`src/hdl/medsel_pkg.sv`:
```
// ----------------------------------------------------------------------------
// medsel_pkg
// Shared types for the median selector: controller states and the command
// and status groups that pass between controller and datapath.
// ----------------------------------------------------------------------------
`default_nettype none

package medsel_pkg;

  localparam int unsigned DATA_W  = 32;
  localparam int unsigned COUNT_W = 7;

  // controller states
  typedef enum logic [2:0] {
    ST_IDLE,
    ST_CHECK,
    ST_CMP,
    ST_MID,
    ST_MID_LO,
    ST_MID_HI,
    ST_EMIT
  } state_t;

  // read address selection
  typedef enum logic [1:0] {
    RD_PREV,
    RD_LO,
    RD_HI
  } rd_sel_t;

  // controller to datapath
  typedef struct packed {
    logic    load;      // capture the incoming request
    logic    rd_en;     // issue a store read
    rd_sel_t rd_sel;    // which address to read
    logic    shift;     // move the entry below up one place
    logic    place;     // write the new value and bump the count
    logic    drop;      // store full, mark overflow
    logic    latch_lo;  // keep lower middle element
    logic    sum_en;    // register the middle sum
    logic    emit;      // load the result register and clear the set
  } cmd_t;

  // datapath to controller
  typedef struct packed {
    logic full;
    logic pos_zero;
    logic greater;
    logic last;
    logic out_free;
  } status_t;

endpackage

`default_nettype wire

```
`src/hdl/medsel_ctrl.sv`:
```
// ----------------------------------------------------------------------------
// medsel_ctrl
// Sequencer for insertion and median read-out: walks the store from the top
// down shifting larger entries, then reads the two middle entries.
// ----------------------------------------------------------------------------
`default_nettype none

module medsel_ctrl
  import medsel_pkg::*;
(
  input  wire logic    clk,
  input  wire logic    rst,
  input  wire logic    in_valid,
  output logic         in_ready,
  input  wire status_t status,
  output cmd_t         cmd
);

  state_t state, state_next;

  // state register
  always_ff @(posedge clk) begin
    if (rst) begin
      state <= ST_IDLE;
    end else begin
      state <= state_next;
    end
  end

  // next state and commands
  always_comb begin
    state_next = state;
    cmd        = '0;
    cmd.rd_sel = RD_PREV;
    in_ready   = 1'b0;
    unique case (state)
      ST_IDLE: begin
        in_ready = 1'b1;
        if (in_valid) begin
          cmd.load   = 1'b1;
          state_next = ST_CHECK;
        end
      end
      ST_CHECK: begin
        priority if (status.full) begin
          cmd.drop   = 1'b1;
          state_next = status.last ? ST_MID : ST_IDLE;
        end else if (status.pos_zero) begin
          cmd.place  = 1'b1;
          state_next = status.last ? ST_MID : ST_IDLE;
        end else begin
          cmd.rd_en  = 1'b1;
          cmd.rd_sel = RD_PREV;
          state_next = ST_CMP;
        end
      end
      ST_CMP: begin
        if (status.greater) begin
          cmd.shift  = 1'b1;
          state_next = ST_CHECK;
        end else begin
          cmd.place  = 1'b1;
          state_next = status.last ? ST_MID : ST_IDLE;
        end
      end
      ST_MID: begin
        cmd.rd_en  = 1'b1;
        cmd.rd_sel = RD_LO;
        state_next = ST_MID_LO;
      end
      ST_MID_LO: begin
        cmd.latch_lo = 1'b1;
        cmd.rd_en    = 1'b1;
        cmd.rd_sel   = RD_HI;
        state_next   = ST_MID_HI;
      end
      ST_MID_HI: begin
        cmd.sum_en = 1'b1;
        state_next = ST_EMIT;
      end
      ST_EMIT: begin
        if (status.out_free) begin
          cmd.emit   = 1'b1;
          state_next = ST_IDLE;
        end
      end
      default: begin
        state_next = ST_IDLE;
      end
    endcase
  end

endmodule

`default_nettype wire

```
`src/hdl/medsel_dp.sv`:
```
// ----------------------------------------------------------------------------
// medsel_dp
// Datapath: sorted store memory, element count, overflow flag, insertion
// pointer, middle sum and the result register.
// ----------------------------------------------------------------------------
`default_nettype none

module medsel_dp
  import medsel_pkg::*;
#(
  parameter int unsigned MAX_ITEMS = 64
) (
  input  wire logic                clk,
  input  wire logic                rst,
  input  wire logic [DATA_W-1:0]   in_value,
  input  wire logic                in_last,
  input  wire cmd_t                cmd,
  output status_t                  status,
  output logic                     out_valid,
  input  wire logic                out_ready,
  output logic [DATA_W-1:0]        out_median,
  output logic [COUNT_W-1:0]       out_count,
  output logic                     out_overflow
);

  localparam int unsigned AW = (MAX_ITEMS > 1) ? $clog2(MAX_ITEMS) : 1;
  localparam int unsigned CW = $clog2(MAX_ITEMS + 1);

  // sorted store
  logic [DATA_W-1:0] store [MAX_ITEMS];
  logic [DATA_W-1:0] rd_data;
  logic [AW-1:0]     rd_addr;
  logic [AW-1:0]     wr_addr;
  logic [DATA_W-1:0] wr_data;
  logic              wr_en;

  // set state and working registers
  logic [CW-1:0]     held;
  logic              dropped;
  logic [CW-1:0]     pos;
  logic [DATA_W-1:0] val;
  logic              last;
  logic [DATA_W-1:0] lo;
  logic [DATA_W:0]   sum;
  logic [DATA_W:0]   sum_adj;
  logic [CW-1:0]     prev_full;
  logic [CW-1:0]     lo_full;
  logic [CW-1:0]     hi_full;

  // address arithmetic
  assign prev_full = pos - CW'(1);
  assign lo_full   = (held - CW'(1)) >> 1;
  assign hi_full   = held >> 1;

  always_comb begin
    unique case (cmd.rd_sel)
      RD_PREV: rd_addr = prev_full[AW-1:0];
      RD_LO:   rd_addr = lo_full[AW-1:0];
      RD_HI:   rd_addr = hi_full[AW-1:0];
      default: rd_addr = prev_full[AW-1:0];
    endcase
  end

  assign wr_en   = cmd.shift | cmd.place;
  assign wr_addr = pos[AW-1:0];
  assign wr_data = cmd.place ? val : rd_data;

  // memory write and registered read
  always_ff @(posedge clk) begin
    if (wr_en) begin
      store[wr_addr] <= wr_data;
    end
    if (cmd.rd_en) begin
      rd_data <= store[rd_addr];
    end
  end

  // count and overflow flag
  always_ff @(posedge clk) begin
    if (rst) begin
      held    <= '0;
      dropped <= 1'b0;
    end else begin
      if (cmd.emit) begin
        held    <= '0;
        dropped <= 1'b0;
      end else begin
        if (cmd.place) begin
          held <= held + CW'(1);
        end
        if (cmd.drop) begin
          dropped <= 1'b1;
        end
      end
    end
  end

  // request capture and insertion pointer
  always_ff @(posedge clk) begin
    if (cmd.load) begin
      val  <= in_value;
      last <= in_last;
      pos  <= held;
    end else if (cmd.shift) begin
      pos <= prev_full;
    end
  end

  // middle elements and their sum
  always_ff @(posedge clk) begin
    if (cmd.latch_lo) begin
      lo <= rd_data;
    end
    if (cmd.sum_en) begin
      sum <= {lo[DATA_W-1], lo} + {rd_data[DATA_W-1], rd_data};
    end
  end

  // halve, truncating toward zero
  assign sum_adj = sum + {{DATA_W{1'b0}}, sum[DATA_W]};

  // result register
  always_ff @(posedge clk) begin
    if (rst) begin
      out_valid <= 1'b0;
    end else if (cmd.emit) begin
      out_valid <= 1'b1;
    end else if (out_ready) begin
      out_valid <= 1'b0;
    end
  end

  always_ff @(posedge clk) begin
    if (cmd.emit) begin
      out_median   <= sum_adj[DATA_W:1];
      out_count    <= COUNT_W'(held);
      out_overflow <= dropped;
    end
  end

  // status to controller
  assign status.full     = (held == CW'(MAX_ITEMS));
  assign status.pos_zero = (pos == '0);
  assign status.greater  = ($signed(rd_data) > $signed(val));
  assign status.last     = last;
  assign status.out_free = !out_valid || out_ready;

endmodule

`default_nettype wire

```
`src/hdl/median_selector.sv`:
```
// ----------------------------------------------------------------------------
// median_selector
// Streaming median of signed 32-bit integers with a sorted element store.
// ----------------------------------------------------------------------------
// Elements arrive one per request on the slave stream, tlast marking the
// final element of a set. Each element is inserted into a sorted store of
// MAX_ITEMS entries held in a single-port-read memory: the sequencer walks
// down from the top, moving each larger entry up one place, with one memory
// read and then one compare and write for each entry moved. The next request
// is taken once the element is placed, or after the result is emitted for the
// last element of a set; an element arriving on a full store is dropped and
// flags overflow. After the last element the two middle entries are read in
// turn and averaged, and the result enters the output register once that
// register is free, waiting while the previous result still waits there.
// One result per set:
// median (even counts averaged, truncated toward zero), count of kept
// elements (low 7 bits) and the overflow flag. The store needs no clearing
// after reset.
// ----------------------------------------------------------------------------
`default_nettype none

module median_selector
  import medsel_pkg::*;
#(
  parameter int unsigned MAX_ITEMS = 64
) (
  input  wire logic        clk,
  input  wire logic        rst,
  // slave stream
  input  wire logic        s_axis_tvalid,
  output logic             s_axis_tready,
  input  wire logic [31:0] s_axis_tdata,   // [31:0] value
  input  wire logic        s_axis_tlast,
  // master stream
  output logic             m_axis_tvalid,
  input  wire logic        m_axis_tready,
  output logic [39:0]      m_axis_tdata,   // [31:0] median, [38:32] count, [39] zero
  output logic [0:0]       m_axis_tuser    // [0] overflow
);

  cmd_t                cmd;
  status_t             status;
  logic [DATA_W-1:0]   median;
  logic [COUNT_W-1:0]  count;
  logic                overflow;

  // sequencer
  medsel_ctrl u_ctrl (
    .clk      (clk),
    .rst      (rst),
    .in_valid (s_axis_tvalid),
    .in_ready (s_axis_tready),
    .status   (status),
    .cmd      (cmd)
  );

  // store and arithmetic
  medsel_dp #(
    .MAX_ITEMS (MAX_ITEMS)
  ) u_dp (
    .clk          (clk),
    .rst          (rst),
    .in_value     (s_axis_tdata),
    .in_last      (s_axis_tlast),
    .cmd          (cmd),
    .status       (status),
    .out_valid    (m_axis_tvalid),
    .out_ready    (m_axis_tready),
    .out_median   (median),
    .out_count    (count),
    .out_overflow (overflow)
  );

  // result packing
  assign m_axis_tdata = {1'b0, count, median};
  assign m_axis_tuser = overflow;

endmodule

`default_nettype wire

```
`config.mk`:
```
export PLATFORM = sky130hd
export DESIGN_NAME = median_selector
export DESIGN_NICKNAME = d
export VERILOG_FILES = /design/src/hdl/medsel_pkg.sv /design/src/hdl/medsel_ctrl.sv /design/src/hdl/medsel_dp.sv /design/src/hdl/median_selector.sv
export SDC_FILE = /design/constraint.sdc
export NUM_CORES = 2
export LEC_CHECK = 0
export ABC_AREA = 0
export BUFFER_PORTS_ARGS = -buffer_cell sky130_fd_sc_hd__buf_2
export CAP_MARGIN = 20
export CELL_PAD_IN_SITES_DETAIL_PLACEMENT = 0
export CELL_PAD_IN_SITES_GLOBAL_PLACEMENT = 1
export CORE_ASPECT_RATIO = 1.5
export CORE_MARGIN = 5
export CORE_UTILIZATION = 30
export DETAILED_ROUTE_END_ITERATION = 10
export GPL_ROUTABILITY_DRIVEN = 0
export PLACE_DENSITY = 0.61
export SLEW_MARGIN = 25
export SYNTH_ARGS = -nofsm -noshare
export SYNTH_HDL_FRONTEND = slang
export SYNTH_SLANG_ARGS = --single-unit
```
`constraint.sdc`:
```
create_clock -name clk -period 5.04 [get_ports clk]
set_input_delay 1.008 -clock clk [delete_from_list [all_inputs] [get_ports clk]]
set_output_delay 1.008 -clock clk [all_outputs]
set_load 0.02 [all_outputs]
```
==> flow_summary.yaml <==
timing:
  skew_ns: 0.0560
  fin_crit_ns: 4.80
  setup_violations: 0
  period_share: 0.951
  drv_slew: 0
  finalHoldViolations: 0
  fin_setup_tns_ns: 0
  clock.fmax_mhz: 209
  rsz0062_at_grt: "no"
  slew-limit-headroom: 0.323
  tightest_slew_ns: 1.02
  holdWs_ns: 0.327
setup_path:
  reg2reg_to: "u_dp.rd_data[7]"
  cp.required_ns: 5.76
  timing.reg2reg.worst_path_depth: 16
  critPathKind: "reg -> reg"
  rrSetupSlack_ns: 0.24
  start_kind: "flop"
  crit_fanout: 58
  regToRegStartpoint: "u_ctrl.state[2]"
  worst_setup_path_end_kind: "flop"
  cp.arrival_ns: 5.52
pwr:
  cellLeakagePower_uw: 0.0363
  power_uw: 57800
  ir_drop_mv: 0.364
  p_per_area_nw_per_um2: 546
yosys:
  ys_warn_count: 0
  synth.avg_cell_area_um2: 13.6
  synth.distinct_cells: 77
  seq_area_frac_synth: 0.732
  ys_seq_elements: 2237
  syn_inst: 6724
  netlist_area_um2: 91600
  synth_edf_count: 2225
  async_reset_ff_frac: 0
  synthFlopType: "edfxtp_1"
  syn-num-nets: 6833
cells_and_area:
  fin_nets: 7033
  stdcell_count: 11100
  syn_to_final_growth_pct: 15.6
  layout_commonest_cell: "edfxtp_1"
  final_cell_mix: "edfxtp_1 (2225), nand2_1 (1643), nand3_1 (883), mux2i_1 (376), buf_4 (229)"
  final_layout_size_suffix_gt1_frac: 0.123
  fin_util: 0.348
clocking:
  clk_path_buf_depth: 4
  cts_tree: "done"
  clk_root_buffer_cell: "clkbuf_16"
  clk_pin_slew_ns: 0.06
  clock_latency_ns: 0.87
  clock_sinks: 2237
  ctsHtreeMaxLevel: 4
  cts-buffers-inserted: 207
detailed_routing:
  dr.pass1.iters: 6
  routed_wl_um: 303000
  route.detailed.vias_per_inst: 5.19
  antenna_left: 0
  drc: 0
  drtIter0Drc: 5476
  routed-via-count: 57600
  wl_per_cell_um: 27.3
hold_path:
  holdPathStages: 1
  holdPathEnd: "u_dp.val[2]"
  min_from: "s_axis_tdata[2]"
  hold_path.class: "in -> reg"
global_routing:
  grt_max_degree: 97
  track_usage: 0.186
  antenna_found_initial: 18
  first_global_vias: 55900
  grt_pass1_wl_um: 426000
  grt_overflow: 0
die:
  core_area_um2: 304000
  die_x_um: 461
  io-pin-count: 80
  die_area_um2: 317000
  start_util: 0.301
  rows: 248
  die_y_um: 687
placed_design:
  io_buffers: 78
  dp_hpwl_um: 182000
  dp_cells: 10700
job:
  maxCapViolations: 0
outcome:
  status: "complete, no violations"
-- cells in the mapped netlist (17+ instances only) --
| cell | number | area [um^2] |
|---|---|---|
| nand4_1 | 22 | 138 |
| nand2_1 | 1643 | 6170 |
| nor3_1 | 34 | 170 |
| a32oi_1 | 25 | 219 |
| and3_1 | 81 | 507 |
| nand3_1 | 883 | 4420 |
| a21oi_1 | 159 | 796 |
| a31o_2 | 37 | 324 |
| mux2_2 | 35 | 394 |
| buf_2 | 193 | 966 |
| xnor2_1 | 43 | 377 |
| mux2i_1 | 377 | 3770 |
| a21o_1 | 25 | 188 |
| a221oi_1 | 25 | 219 |
| nor2_1 | 119 | 447 |
| o211ai_1 | 34 | 255 |
| edfxtp_1 | 2225 | 66800 |
| inv_1 | 63 | 236 |
| clkbuf_1 | 152 | 571 |
| o21ai_0 | 62 | 310 |
| a32o_1 | 19 | 190 |
| xor2_1 | 17 | 149 |
| buf_1 | 45 | 169 |
| a311oi_1 | 100 | 876 |
| a311o_1 | 26 | 260 |
| o31ai_1 | 24 | 180 |
| ha_1 | 71 | 888 |
-- kinds of logic after synthesis --
kind of cell,synth area share
AO/OA/AOI/OAI,0.0483
other,0.0000409
XOR/XNOR,0.00574
flip-flops,0.732
buffers and inverters,0.0232
AND/OR/NAND/NOR,0.135
multiplexers,0.0459
adder cells (fa/ha/maj),0.00991
-- critical path, cell delays in order (launching register included) --
cell      delay (ns)
dfxtp_1         0.57
inv_1           0.21
nand3_1         0.16
ha_1            0.27
buf_4           0.21
and2_1          0.22
a31oi_4         0.52
buf_12          0.37
buf_4           0.35
buf_4           0.32
nand2_1         0.09
nand3_1         0.08
a32oi_1         0.17
o211ai_1        0.40
o31ai_1         0.17
a221oi_1        0.32
buf_4           0.16
-- per-layer routing --
metal,up-vias,share of wire,GRT usage
met4,2,0.056,0.0904
met3,500,0.053,0.0209
met2,1971,0.51,0.334
li1,25400,-,-
met1,29700,0.38,0.220
met5,-,0.000043,0
-- metrics by stage --
step | cell area (um^2) | setup WS (ns)
4_1_cts | 106000 | 0.00790
3_5_place_dp | 99300 | -0.0113
2_1_floorplan | 91600 | 0.290
6_report | 106000 | 0.245
5_1_grt | 106000 | 0.0328
3_3_place_gp | 99200 | -1.04
-- power by group --
group / total (uW) / internal, uW / switching, uW
clock: 15600 / 8680 / 6970
combinational: 18700 / 5370 / 13300
sequential: 23500 / 23100 / 432
-- repair_timing --
| action | 4_1_cts | 5_1_grt |
|---|---|---|
| resized for setup | 1 | 2 |
| pin swaps | 2 | 4 |
| hold buffers | 0 | 0 |
| setup endpoints to repair | 3 | 6 |
| buffers inserted | 4 | 7 |
-- worst max path at each step --
stage	from	endpoint	slack (ns)	depth (start not counted)
5_1_grt	u_ctrl.state[2]	u_dp.rd_data[7]	0.03	16
3_5_place_dp	u_ctrl.state[2]	u_dp.rd_data[4]	-0.01	15
6_report	u_ctrl.state[2]	u_dp.rd_data[7]	0.24	16
2_1_floorplan	u_dp.rd_data[15]	u_dp.store[0][1]	0.29	9
4_1_cts	u_ctrl.state[2]	u_dp.rd_data[21]	0.008	15
3_3_place_gp	u_ctrl.state[2]	u_dp.rd_data[23]	-1.04	14
-- layout make-up --
| type | instances | area, um^2 |
|---|---|---|
| inverter | 63 | 236 |
| timing repair buffer | 402 | 3990 |
| sequential | 2237 | 67100 |
| fill | 29200 | 198000 |
| antenna | 8 | 20.0 |
| multi-input combinational | 4013 | 23100 |
| tap | 4000 | 5000 |
| clock inverter | 115 | 1150 |
| clock buffer | 250 | 5380 |
-- registers in the layout, indices dropped and copies added (netlist names) --
name	flops
u_dp.out_overflow	1
u_dp.last	1
u_dp.sum	33
u_dp.out_count	7
u_dp.pos	7
u_dp.out_valid	1
u_dp.out_median	32
u_dp.store	2048
u_dp.held	7
u_dp.dropped	1
u_dp.lo	32
u_dp.rd_data	32
u_dp.val	32
u_ctrl.state	3
No activity file was read; power rests on OpenSTA's default activity.
